`src/design/dtp_pkg.sv`:
```
// ----------------------------------------------------------------------------
// dtp_pkg
// Shared constants, types and field layout for the definite-time protection
// bank.
// ----------------------------------------------------------------------------
package dtp_pkg;

    localparam int NUM_ELEMENTS = 32;
    localparam int MIN_DELAY    = 3;

    localparam int ELEM_IDX_W = (NUM_ELEMENTS > 1) ? $clog2(NUM_ELEMENTS) : 1;

    // field widths
    localparam int MODE_W   = 2;
    localparam int ELEM_W   = 6;
    localparam int VALUE_W  = 16;
    localparam int TIMER_W  = 16;
    localparam int MASK_W   = 32;

    // input tdata layout
    localparam int IN_ELEM_LSB   = 0;
    localparam int IN_SAMPLE_LSB = IN_ELEM_LSB + ELEM_W;
    localparam int IN_THR_LSB    = IN_SAMPLE_LSB + VALUE_W;
    localparam int IN_DELAY_LSB  = IN_THR_LSB + VALUE_W;
    localparam int IN_LOCK_LSB   = IN_DELAY_LSB + VALUE_W;
    localparam int IN_DATA_W     = 56;

    // output tdata layout
    localparam int OUT_TIMER_LSB  = 0;
    localparam int OUT_TRIP_LSB   = OUT_TIMER_LSB + TIMER_W;
    localparam int OUT_ALARM_LSB  = OUT_TRIP_LSB + 1;
    localparam int OUT_NEWEV_LSB  = OUT_ALARM_LSB + 1;
    localparam int OUT_FREEZE_LSB = OUT_NEWEV_LSB + 1;
    localparam int OUT_ACTIVE_LSB = OUT_FREEZE_LSB + 1;
    localparam int OUT_LATCH_LSB  = OUT_ACTIVE_LSB + 1;
    localparam int OUT_OPEN_LSB   = OUT_LATCH_LSB + MASK_W;
    localparam int OUT_DATA_W     = 56;

    // mode codes
    localparam logic [MODE_W-1:0] MODE_OVER  = 2'd0;
    localparam logic [MODE_W-1:0] MODE_UNDER = 2'd1;
    localparam logic [MODE_W-1:0] MODE_TICK  = 2'd2;

    typedef logic [NUM_ELEMENTS-1:0] t_elem_mask;
    typedef logic [TIMER_W-1:0]      t_timer;

    // controller to datapath commands
    typedef struct packed {
        logic load;   // capture input transaction, start timer read
        logic exec;   // update state and load the result register
    } t_dtp_cmd;

endpackage

```
`src/design/definite_time_protection_bank_unit.sv`:
```
// ----------------------------------------------------------------------------
// definite_time_protection_bank_unit
// Bank of definite-time over/under protection elements with trip/alarm
// selection, event flags and breaker open request.
// ----------------------------------------------------------------------------
// For each input transaction the element's pickup timer is read from the timer
// memory in the accept cycle and updated, together with the flags, in the
// update step, which also loads the result register. A new transaction is
// accepted while a result waits; the update step waits only while the result
// register is still full and not being read, and no new transaction is
// accepted until the update step of the last one has been done.
// Elements are selected by index, one sample at a time, and tick transactions
// age the pending and active flags.
module definite_time_protection_bank_unit (
    input  logic                           i_clk,
    input  logic                           i_rst_n,
    // configuration: trip enable mask
    input  logic                           i_cfg_wr_en,
    input  logic [dtp_pkg::MASK_W-1:0]     i_cfg_wr_data,
    // sample stream
    input  logic                           i_s_tvalid,
    output logic                           o_s_tready,
    // element[5:0], sample[21:6], threshold[37:22], delay_ticks[53:38],
    // lock[54], zero[55]
    input  logic [dtp_pkg::IN_DATA_W-1:0]  i_s_tdata,
    // mode[1:0]
    input  logic [dtp_pkg::MODE_W-1:0]     i_s_tuser,
    // result stream
    output logic                           o_m_tvalid,
    input  logic                           i_m_tready,
    // timer_value[15:0], tripped[16], alarmed[17], new_event[18],
    // freeze_record[19], any_active[20], latched_mask[52:21],
    // open_request[53], zero[55:54]
    output logic [dtp_pkg::OUT_DATA_W-1:0] o_m_tdata
);
    import dtp_pkg::*;

    t_dtp_cmd w_cmd;

    dtp_ctrl u_ctrl (
        .i_clk      (i_clk),
        .i_rst_n    (i_rst_n),
        .i_s_tvalid (i_s_tvalid),
        .o_s_tready (o_s_tready),
        .o_m_tvalid (o_m_tvalid),
        .i_m_tready (i_m_tready),
        .o_cmd      (w_cmd)
    );

    dtp_dpath u_dpath (
        .i_clk         (i_clk),
        .i_rst_n       (i_rst_n),
        .i_cmd         (w_cmd),
        .i_s_tdata     (i_s_tdata),
        .i_s_tuser     (i_s_tuser),
        .i_cfg_wr_en   (i_cfg_wr_en),
        .i_cfg_wr_data (i_cfg_wr_data),
        .o_m_tdata     (o_m_tdata)
    );

endmodule

```
`src/design/dtp_ctrl.sv`:
```
// ----------------------------------------------------------------------------
// dtp_ctrl
// Controller for the protection bank: input/output handshakes and sequencing
// of the read and update steps.
// ----------------------------------------------------------------------------
module dtp_ctrl (
    input  logic              i_clk,
    input  logic              i_rst_n,
    input  logic              i_s_tvalid,
    output logic              o_s_tready,
    output logic              o_m_tvalid,
    input  logic              i_m_tready,
    output dtp_pkg::t_dtp_cmd o_cmd
);
    import dtp_pkg::*;

    localparam logic S_IDLE = 1'b0;
    localparam logic S_EXEC = 1'b1;

    logic r_state, n_state;
    logic r_out_valid, n_out_valid;
    logic w_accept, w_fire;

    assign o_s_tready = (r_state == S_IDLE);
    assign w_accept   = i_s_tvalid && o_s_tready;
    // update only once the result register is free or being emptied
    assign w_fire     = (r_state == S_EXEC) && (!r_out_valid || i_m_tready);

    always_comb begin
        n_state = r_state;
        case (r_state)
            S_IDLE: begin
                if (w_accept) begin
                    n_state = S_EXEC;
                end
            end
            S_EXEC: begin
                if (w_fire) begin
                    n_state = S_IDLE;
                end
            end
            default: begin
                n_state = S_IDLE;
            end
        endcase
    end

    always_comb begin
        n_out_valid = r_out_valid;
        if (w_fire) begin
            n_out_valid = 1'b1;
        end else if (i_m_tready) begin
            n_out_valid = 1'b0;
        end
    end

    always_ff @(posedge i_clk) begin
        if (!i_rst_n) begin
            r_state     <= S_IDLE;
            r_out_valid <= 1'b0;
        end else begin
            r_state     <= n_state;
            r_out_valid <= n_out_valid;
        end
    end

    assign o_m_tvalid = r_out_valid;
    assign o_cmd.load = w_accept;
    assign o_cmd.exec = w_fire;

`ifndef SYNTHESIS
    a_accept_then_exec: assert property (@(posedge i_clk) disable iff (!i_rst_n)
        w_accept |=> (r_state == S_EXEC))
        else $error("accepted transaction did not enter update step");

    a_fire_gives_result: assert property (@(posedge i_clk) disable iff (!i_rst_n)
        w_fire |=> r_out_valid)
        else $error("update step did not present a result");

    a_no_overwrite: assert property (@(posedge i_clk) disable iff (!i_rst_n)
        (r_state == S_EXEC && r_out_valid && !i_m_tready) |=> (r_state == S_EXEC))
        else $error("pending result would be overwritten");
`endif

endmodule

```
`src/design/dtp_dpath.sv`:
```
// ----------------------------------------------------------------------------
// dtp_dpath
// Datapath for the protection bank: timer memory, element flags, trip mask
// and the result register.
// ----------------------------------------------------------------------------
module dtp_dpath (
    input  logic                             i_clk,
    input  logic                             i_rst_n,
    input  dtp_pkg::t_dtp_cmd                i_cmd,
    input  logic [dtp_pkg::IN_DATA_W-1:0]    i_s_tdata,
    input  logic [dtp_pkg::MODE_W-1:0]       i_s_tuser,
    input  logic                             i_cfg_wr_en,
    input  logic [dtp_pkg::MASK_W-1:0]       i_cfg_wr_data,
    output logic [dtp_pkg::OUT_DATA_W-1:0]   o_m_tdata
);
    import dtp_pkg::*;

    // timer memory with per-entry valid bits standing in for the zero reset
    t_timer                r_mem [NUM_ELEMENTS];
    t_elem_mask            r_vld;
    t_timer                r_rd_data;
    logic                  r_rd_vld;

    // captured transaction
    logic [MODE_W-1:0]     r_mode;
    logic [ELEM_W-1:0]     r_elem;
    logic [VALUE_W-1:0]    r_sample;
    logic [VALUE_W-1:0]    r_thr;
    logic [VALUE_W-1:0]    r_delay;
    logic                  r_lock;

    logic [MASK_W-1:0]     r_trip_mask;
    t_elem_mask            r_pend, n_pend;
    t_elem_mask            r_act, n_act;
    t_elem_mask            r_latched, n_latched;
    logic                  r_overall, n_overall;
    logic                  r_open, n_open;
    logic [OUT_DATA_W-1:0] r_out;
    logic [OUT_DATA_W-1:0] w_result;

    logic [ELEM_W-1:0]     w_in_elem;
    logic [ELEM_IDX_W-1:0] w_in_idx;
    logic [ELEM_IDX_W-1:0] w_idx;
    t_elem_mask            w_bit;
    logic                  w_is_tick;
    logic                  w_in_range;
    t_timer                w_timer_old;
    t_timer                n_timer;
    t_timer                w_delay_eff;
    logic [TIMER_W:0]      w_inc;
    logic                  w_pickup;
    logic                  w_rst_band;
    logic                  w_operate;
    logic                  w_trip;
    logic                  w_alarm;
    logic                  w_newev;
    logic                  w_freeze;

    assign w_in_elem = i_s_tdata[IN_ELEM_LSB +: ELEM_W];
    assign w_in_idx  = w_in_elem[ELEM_IDX_W-1:0];
    assign w_idx     = r_elem[ELEM_IDX_W-1:0];
    assign w_bit     = t_elem_mask'(1) << w_idx;

    assign w_is_tick   = (r_mode == MODE_TICK);
    assign w_in_range  = ((r_mode == MODE_OVER) || (r_mode == MODE_UNDER))
                         && (r_elem < ELEM_W'(NUM_ELEMENTS));
    assign w_timer_old = r_rd_vld ? r_rd_data : '0;
    assign w_delay_eff = (r_delay < TIMER_W'(MIN_DELAY)) ? TIMER_W'(MIN_DELAY) : r_delay;
    assign w_inc       = {1'b0, w_timer_old} + (TIMER_W+1)'(1);

    always_comb begin
        if (r_mode == MODE_OVER) begin
            w_pickup   = r_sample > r_thr;
            w_rst_band = r_sample < (r_thr >> 1);
        end else begin
            w_pickup   = r_sample < r_thr;
            // doubled threshold kept at full width
            w_rst_band = {1'b0, r_sample} > {r_thr, 1'b0};
        end
    end

    always_comb begin
        n_timer   = w_timer_old;
        w_operate = 1'b0;
        if (r_lock) begin
            if (w_timer_old != '0) begin
                n_timer = w_timer_old - TIMER_W'(1);
            end
        end else if (w_pickup) begin
            if (w_inc >= {1'b0, w_delay_eff}) begin
                n_timer   = w_delay_eff;
                w_operate = 1'b1;
            end else begin
                n_timer = w_inc[TIMER_W-1:0];
            end
        end else if (w_rst_band) begin
            n_timer = '0;
        end else if (w_timer_old != '0) begin
            n_timer = w_timer_old - TIMER_W'(1);
        end
    end

    always_comb begin
        n_pend    = r_pend;
        n_act     = r_act;
        n_latched = r_latched;
        n_overall = r_overall;
        n_open    = r_open;
        w_trip    = 1'b0;
        w_alarm   = 1'b0;
        w_newev   = 1'b0;
        w_freeze  = 1'b0;
        if (w_is_tick) begin
            n_act     = r_pend;
            n_pend    = '0;
            n_overall = |r_pend;
            n_open    = 1'b0;
        end else if (w_in_range && w_operate) begin
            w_newev   = ((r_pend | r_act) & w_bit) == '0;
            w_trip    = r_trip_mask[w_idx];
            w_alarm   = !r_trip_mask[w_idx];
            n_open    = r_open | r_trip_mask[w_idx];
            n_pend    = r_pend | w_bit;
            n_act     = r_act & ~w_bit;
            n_latched = r_latched | w_bit;
            // pending was just set, so activity is now present
            w_freeze  = !r_overall;
            n_overall = 1'b1;
        end
    end

    always_comb begin
        w_result = '0;
        w_result[OUT_TIMER_LSB +: TIMER_W] = w_in_range ? n_timer : '0;
        w_result[OUT_TRIP_LSB]             = w_in_range && w_trip;
        w_result[OUT_ALARM_LSB]            = w_in_range && w_alarm;
        w_result[OUT_NEWEV_LSB]            = w_in_range && w_newev;
        w_result[OUT_FREEZE_LSB]           = w_in_range && w_freeze;
        w_result[OUT_ACTIVE_LSB]           = n_overall;
        w_result[OUT_LATCH_LSB +: MASK_W]  = MASK_W'(n_latched);
        w_result[OUT_OPEN_LSB]             = n_open;
    end

    always_ff @(posedge i_clk) begin
        if (i_cmd.load) begin
            r_rd_data <= r_mem[w_in_idx];
            r_mode    <= i_s_tuser;
            r_elem    <= w_in_elem;
            r_sample  <= i_s_tdata[IN_SAMPLE_LSB +: VALUE_W];
            r_thr     <= i_s_tdata[IN_THR_LSB +: VALUE_W];
            r_delay   <= i_s_tdata[IN_DELAY_LSB +: VALUE_W];
            r_lock    <= i_s_tdata[IN_LOCK_LSB];
        end
        if (i_cmd.exec && w_in_range) begin
            r_mem[w_idx] <= n_timer;
        end
        if (i_cmd.exec) begin
            r_out <= w_result;
        end
    end

    always_ff @(posedge i_clk) begin
        if (!i_rst_n) begin
            r_vld       <= '0;
            r_rd_vld    <= 1'b0;
            r_trip_mask <= '0;
            r_pend      <= '0;
            r_act       <= '0;
            r_latched   <= '0;
            r_overall   <= 1'b0;
            r_open      <= 1'b0;
        end else begin
            if (i_cfg_wr_en) begin
                r_trip_mask <= i_cfg_wr_data;
            end
            if (i_cmd.load) begin
                r_rd_vld <= r_vld[w_in_idx];
            end
            if (i_cmd.exec) begin
                if (w_in_range) begin
                    r_vld <= r_vld | w_bit;
                end
                r_pend    <= n_pend;
                r_act     <= n_act;
                r_latched <= n_latched;
                r_overall <= n_overall;
                r_open    <= n_open;
            end
        end
    end

    assign o_m_tdata = r_out;

`ifndef SYNTHESIS
    a_flags_exclusive: assert property (@(posedge i_clk) disable iff (!i_rst_n)
        (r_pend & r_act) == '0)
        else $error("element both pending and active");

    a_overall_tracks_flags: assert property (@(posedge i_clk) disable iff (!i_rst_n)
        r_overall == |(r_pend | r_act))
        else $error("overall activity out of step with element flags");

    a_latched_covers_pending: assert property (@(posedge i_clk) disable iff (!i_rst_n)
        (r_pend & ~r_latched) == '0)
        else $error("pending element missing from latched mask");
`endif

endmodule
```
`config.mk`:
```
export PLATFORM = sky130hd
export DESIGN_NAME = definite_time_protection_bank_unit
export DESIGN_NICKNAME = d
export VERILOG_FILES = /design/src/design/dtp_pkg.sv /design/src/design/definite_time_protection_bank_unit.sv /design/src/design/dtp_ctrl.sv /design/src/design/dtp_dpath.sv
export SDC_FILE = /design/constraint.sdc
export NUM_CORES = 1
export LEC_CHECK = 0
export ABC_AREA = 1
export BUFFER_PORTS_ARGS = -buffer_cell sky130_fd_sc_hd__buf_4
export CORE_UTILIZATION = 56
export CTS_BUF_LIST = sky130_fd_sc_hd__clkbuf_8
export CTS_CLUSTER_SIZE = 30
export DETAILED_ROUTE_END_ITERATION = 12
export PLACE_DENSITY = 0.74
export SYNTH_ARGS = -nofsm -noshare
export SYNTH_HDL_FRONTEND = slang
export SYNTH_SLANG_ARGS = --single-unit
```
`constraint.sdc`:
```
create_clock -name i_clk -period 10.07 [get_ports i_clk]
set_clock_uncertainty 0.15 [all_clocks]
set_input_delay 0.5035 -clock i_clk [delete_from_list [all_inputs] [get_ports i_clk]]
set_output_delay 0.5035 -clock i_clk [all_outputs]
set_load 0.05 [all_outputs]
```
==> results of run 1 <==
layout make-up:
type | count | share of cell area, %
Sequential cell | 804 | 57.20
Multi-Input combinational cell | 1928 | 25.79
Timing Repair Buffer | 288 | 6.087
Clock buffer | 141 | 4.935
Tap cell | 782 | 2.488
Inverter | 218 | 2.103
Clock inverter | 95 | 1.387
Antenna cell | 3 | 0.01909
critical path: stages, from the launching register on:
cell	delay, ns
dfxtp_1	0.88
nand2_2	0.21
inv_1	0.23
ha_1	0.22
nand2_1	0.09
nor2_2	0.14
nand3_2	0.15
nor2_4	0.15
nand2_1	0.08
xor2_1	0.25
inv_1	0.09
ha_1	0.30
and3_1	0.18
a41oi_1	0.18
nand3_2	0.49
nand2_4	0.41
nand2_2	0.15
buf_4	0.62
nand2_1	0.23
inv_2	0.56
nor2_1	0.10
nor2_1	0.13
synthesized netlist by cell type (9+ instances only):
master / number / share of area [%]
nor2_1: 666 / 7.3
edfxtp_1: 639 / 56
o21ai_0: 373 / 5.5
nand2_1: 231 / 2.5
inv_1: 209 / 2.3
dfxtp_1: 165 / 9.7
clkbuf_1: 139 / 1.5
o221ai_1: 105 / 2.7
nand3_1: 97 / 1.4
a21oi_1: 68 / 1.0
ha_1: 64 / 2.3
a31oi_1: 50 / 0.92
and3_1: 34 / 0.62
o22ai_1: 32 / 0.59
o21ai_1: 28 / 0.41
nand4_1: 24 / 0.44
nand3_2: 23 / 0.67
xor2_1: 19 / 0.49
a21oi_2: 17 / 0.44
a22oi_1: 17 / 0.37
a32oi_1: 16 / 0.41
buf_1: 15 / 0.16
o211ai_1: 14 / 0.31
buf_2: 12 / 0.18
nor3_1: 12 / 0.18
buf_4: 9 / 0.20
power breakdown:
group          switching (W)  internal, W  total (W)
logic               0.000622     0.000198   0.000819
registers          0.0000304      0.00381    0.00384
clock network        0.00132      0.00138    0.00271
total                0.00197      0.00539    0.00737
worst paths after layout:
path / startpoint / to
setup reg to reg: u_dpath.r_rd_vld / u_dpath.r_act[12]
hold reg to reg: u_dpath.r_vld[25] / u_dpath.r_vld[25]
setup / recovery: u_dpath.r_rd_vld / u_dpath.r_act[12]
hold / removal: i_cfg_wr_en / u_dpath.r_trip_mask[25]
per-stage QoR:
step                total power (W)  worst slack (ns)  instances  util (%)  hold WS [ns]
detailed placement         0.004677             3.996       3929     59.62        0.3041
global placement           0.004644             4.129       3929     59.62        0.2938
global route               0.007599             3.450       4258     65.27       0.04864
finish                     0.007366             3.915       4259     65.27       0.06225
CTS                        0.007364             4.011       4256     65.26     0.0003004
floorplan                  0.004372             5.710       3130         -        0.2849
registers in the layout, summed over array words and instances (netlist names), 2 cells and up:
name / count
u_dpath.r_act: 32
u_dpath.r_elem: 6
u_dpath.r_vld: 32
u_dpath.r_pend: 32
u_dpath.r_latched: 32
u_dpath.r_delay: 16
u_dpath.r_thr: 16
u_dpath.r_rd_data: 16
u_dpath.r_mode: 2
u_dpath.r_trip_mask: 32
u_dpath.o_m_tdata: 54
u_dpath.r_sample: 16
u_dpath.r_mem: 512
kinds of logic (layout without fill, tap and decap cells):
| kind of cell | after synthesis | count (layout) | synth area share [%] |
|---|---|---|---|
| xor+xnor | 19 | 19 | 0.4877 |
| flops | 804 | 804 | 65.91 |
| fa+ha+maj | 64 | 64 | 2.347 |
| compound gates | 735 | 735 | 12.95 |
| buf+inv | 398 | 742 | 4.631 |
| other cells | 1 | 5 | 0.01099 |
| simple gates | 1108 | 1108 | 13.66 |
routing by layer:
layer	wire length, µm	vias up	track usage (%)
met5	17	-	0
met4	4249	4	15.79
met3	9512	279	5.998
met2	45300	1493	49.07
met1	36720	12510	39.87
li1	-	11660	-
timing repair:
action                                 CTS  global route
endpoints found under the hold margin  104             0
hold buffers                            91             0
resized for setup                        0             0
==> impl_metrics.json, run 1 <==
{
  "holdPathStages": 3,
  "grt-ovfl-total": 0,
  "routed_via_density": 6.092,
  "status": "completed",
  "first_pass_iters": 6,
  "grt_pass1_wl_mm": 144.6,
  "slew_headroom_pct": 7.993,
  "drv_slew": 0,
  "start_kind": "flip-flop",
  "root_buffer": "clkbuf_8",
  "gp_congestion": 0.8624,
  "port_buffers": 149,
  "area_growth_pct": 15.24,
  "synth_ff_type": "edfxtp_1",
  "wl_mm": 95.80,
  "clock_latency_ns": 0.79,
  "postCtsSetupBuffers": 0,
  "die_h_um": 248.9,
  "drtIter0Drc": 3212,
  "arrival_ns": 6.73,
  "io_pins": 153,
  "max_freq_ghz": 0.1625,
  "path_clk_slew_ns": 0.06,
  "final_area_mm2": 0.03932,
  "worstMarginPinSlew_ns": 1.379,
  "power_density_mw_per_mm2": 187.3,
  "multiInputGateArea_mm2": 0.01014,
  "numCtsBuffers": 130,
  "synth_edf_count": 639,
  "antenna_found_initial": 4,
  "crit_required_ns": 10.64,
  "min_period_over_period_pct": 61.12,
  "ant_nets": 0,
  "avgSynthCellArea_um2": 10.91,
  "cts_num_sinks": 804,
  "place_area_mm2": 0.03592,
  "hpwl_mm": 55.50,
  "synth.distinct_cells": 43,
  "grt_usage_pct": 30.63,
  "min_period_ns": 6.155,
  "maxCapViolations": 0,
  "path_max_fanout": 65,
  "regArea_mm2": 0.02249,
  "fin_tns_setup_ns": 0,
  "synth_area_mm2": 0.03412,
  "hold_violations": 0,
  "final_cell_mix": "edfxtp_1, nor2_1, o21ai_0",
  "start_util_pct": 56.64,
  "fillCellCount": 4394,
  "rrSetupSlack_ns": 3.91,
  "yosysWarnings": 0,
  "num_rows": 90,
  "hp-class": "in -> reg",
  "fin_nets": 3529,
  "r2r_cells": 21,
  "cts_tree": "built",
  "drc": 0,
  "wire_per_inst_um": 22.49,
  "grt_max_degree": 118,
  "setup_viol": 0,
  "cts_max_path_buffers": 3,
  "syn_inst": 3129,
  "vias": 25950,
  "crit_path_end_kind": "flip-flop",
  "htreeDepth": 4,
  "crit_type": "reg -> reg",
  "grt_pass1_vias": 25580,
  "fp.dieW_um": 248.9,
  "leakage_nw": 14.51,
  "layout_commonest_cell": "edfxtp_1",
  "dieArea_mm2": 0.06193,
  "yosys_register_bits": 804,
  "ir_drop_v": 0.0001213,
  "drive_gt1_share_pct": 13.44,
  "rsz0062_at_grt": "no",
  "core_mm2": 0.06025,
  "async_reset_ff_share_pct": 0,
  "synth-seq-area-share_pct": 65.91
}
No activity file was read; power rests on OpenSTA's default activity.
==> run 2, diff against run 1 <==
Clock period 10.07 ns to 6.3 ns, I/O delays scaled along.
==> impl_metrics.json, run 2 (synthesis results as in run 1) <==
{
  "start_util_pct": 56.64,
  "grt-ovfl-total": 0,
  "drtIter0Drc": 3341,
  "maxCapViolations": 0,
  "largest_reg_flops": 512,
  "area_growth_pct": 16.13,
  "start_kind": "flip-flop",
  "grt_usage_pct": 31.38,
  "cts_tree": "built",
  "worst_path_most_repeated_cell": "nand2_1",
  "regArea_mm2": 0.02249,
  "hold_start": "i_s_tdata[31]",
  "clkPwrFrac_pct": 36.4,
  "antenna_found_initial": 3,
  "swShare_pct": 26.66,
  "ant_nets": 0,
  "grt_use_met2_pct": 51.32,
  "pwr-share-seq_pct": 52.5,
  "final_cell_mix": "edfxtp_1, nor2_1, o21ai_0",
  "rrSetupSlack_ns": 0.89,
  "cellInternalPower_w": 0.008576,
  "cts_num_sinks": 804,
  "hpwl_mm": 55.50,
  "finalPower_w": 0.01169,
  "fillCellCount": 4322,
  "root_buffer": "clkbuf_8",
  "cpPeakStageDelay_ns": 0.64,
  "r2r_cells": 20,
  "r2r-start": "u_dpath.r_rd_vld",
  "dieArea_mm2": 0.06193,
  "cts_max_path_buffers": 3,
  "min_period_over_period_pct": 85.93,
  "reg2reg_to": "u_dpath.r_act[1]",
  "arrival_ns": 5.95,
  "setup_viol": 0,
  "gp_congestion": 0.8634,
  "port_buffers": 149,
  "core_mm2": 0.06025,
  "crit_required_ns": 6.83,
  "wire_per_inst_um": 22.86,
  "drv_slew": 0,
  "drive_gt1_share_pct": 13.07,
  "crit_type": "reg -> reg",
  "hold_buffers": 123,
  "leakage_nw": 14.66,
  "final_util_pct": 65.78,
  "drc": 0,
  "p_comb_share_pct": 11.1,
  "routed_via_density": 6.113,
  "clock_latency_ns": 0.80,
  "first_pass_iters": 6,
  "fin_nets": 3562,
  "postCtsSetupBuffers": 0,
  "layout.cells.non_filler": 4288,
  "grt_use_met1_pct": 40.59,
  "globalRoute.busiestLayer": "met2",
  "min_period_ns": 5.414,
  "path_max_fanout": 37,
  "wl_mm": 98.02,
  "met3_usage_pct": 5.705,
  "layout_commonest_cell": "edfxtp_1",
  "fin_tns_setup_ns": 0,
  "holdPathStages": 2,
  "htreeDepth": 4,
  "path_cells": "nand2_2 -> inv_1 -> ha_1 -> nand2_1 -> nor2_2 -> nand3_2 -> nor2_4 -> nand2_1 -> xor2_1 -> inv_1 -> ha_1 -> and3_1 -> a41oi_1 -> nand3_2 -> nand2_4 -> nand2_2 -> nand2_1 -> inv_2 -> nor2_1 -> nor2_1",
  "hold_violations": 0,
  "slew_headroom_pct": 19.03,
  "ir_drop_v": 0.0002188,
  "dp_cells": 3928,
  "grt_pass1_wl_mm": 147.8,
  "cp_slowest_cell": "nand2_4",
  "place_area_mm2": 0.03596,
  "fp.dieW_um": 248.9,
  "hp-class": "in -> reg",
  "rsz0062_at_grt": "no",
  "final_area_mm2": 0.03963,
  "max_freq_ghz": 0.1847,
  "regMostFlops": "u_dpath.r_mem",
  "die_h_um": 248.9,
  "vias": 26210,
  "grt_max_degree": 175,
  "holdPathEnd": "u_dpath.r_thr[9]",
  "power.switching_w": 0.003117,
  "num_rows": 90,
  "io_pins": 153,
  "worstMarginPinSlew_ns": 1.207,
  "crit_path_end_kind": "flip-flop",
  "power_density_mw_per_mm2": 295.1,
  "grt_pass1_vias": 25970,
  "status": "completed",
  "cts_resized": 0,
  "numCtsBuffers": 132,
  "path_clk_slew_ns": 0.06,
  "multiInputGateArea_mm2": 0.01016
}
==> run 2: how the worst max path moves through the flow <==
stage                     start                 to  slack (ns)  cells after the start
2_1_floorplan        i_s_tvalid   u_dpath.r_rd_vld        2.13                      4
3_3_place_gp   u_dpath.r_rd_vld  u_dpath.r_act[27]        1.16                     20
3_5_place_dp   u_dpath.r_rd_vld   u_dpath.r_act[1]        0.98                     20
4_1_cts        u_dpath.r_rd_vld   u_dpath.r_act[1]        0.97                     20
5_1_grt        u_dpath.r_rd_vld   u_dpath.r_act[1]        0.45                     21
6_report       u_dpath.r_rd_vld   u_dpath.r_act[1]        0.89                     20
==> run 2: critical path, delay by kind of cell, from the launching register on <==
kind                       cells  cell delay [ns]
AOI/OAI and AO/OA              1             0.31
DFF                            1             0.44
buffers and inverters          3             0.57
xor gates and xnor gates       1             0.23
adders and majority gates      2             0.51
and+or+nand+nor               13             3.04
==> run 2: power groups by stage <==
stage               registers, W  logic, W  clock network, W
floorplan                0.00628  0.000707                 0
global placement         0.00624   0.00115                 0
detailed placement       0.00624   0.00120                 0
CTS                      0.00613   0.00127           0.00428
global route             0.00614   0.00140           0.00452
finish                   0.00614   0.00130           0.00426
==> run 2: area by class of cell <==
class | count | area share, %
well taps | 782 | 2.469
repair buffers | 319 | 6.892
diodes | 2 | 0.01263
multi-input cells | 1928 | 25.65
clock inverters | 95 | 1.272
clock buffers | 140 | 4.862
inverters | 218 | 2.087
flip-flops and latches | 804 | 56.75
==> run 2: routing by layer <==
| metal | up-vias | wire length, µm |
|---|---|---|
| met1 | 12720 | 37750 |
| met4 | 2 | 4171 |
| li1 | 11730 | - |
| met5 | - | 13 |
| met2 | 1461 | 47210 |
| met3 | 302 | 8873 |
==> run 2: metrics by stage <==
stage / setup slack [ns] / hold slack [ns]
global placement: 1.163 / 0.2938
CTS: 0.9704 / 0.02693
global route: 0.4453 / 0.07223
detailed placement: 0.9767 / 0.3061
floorplan: 2.128 / 0.2639
finish: 0.8862 / 0.07898
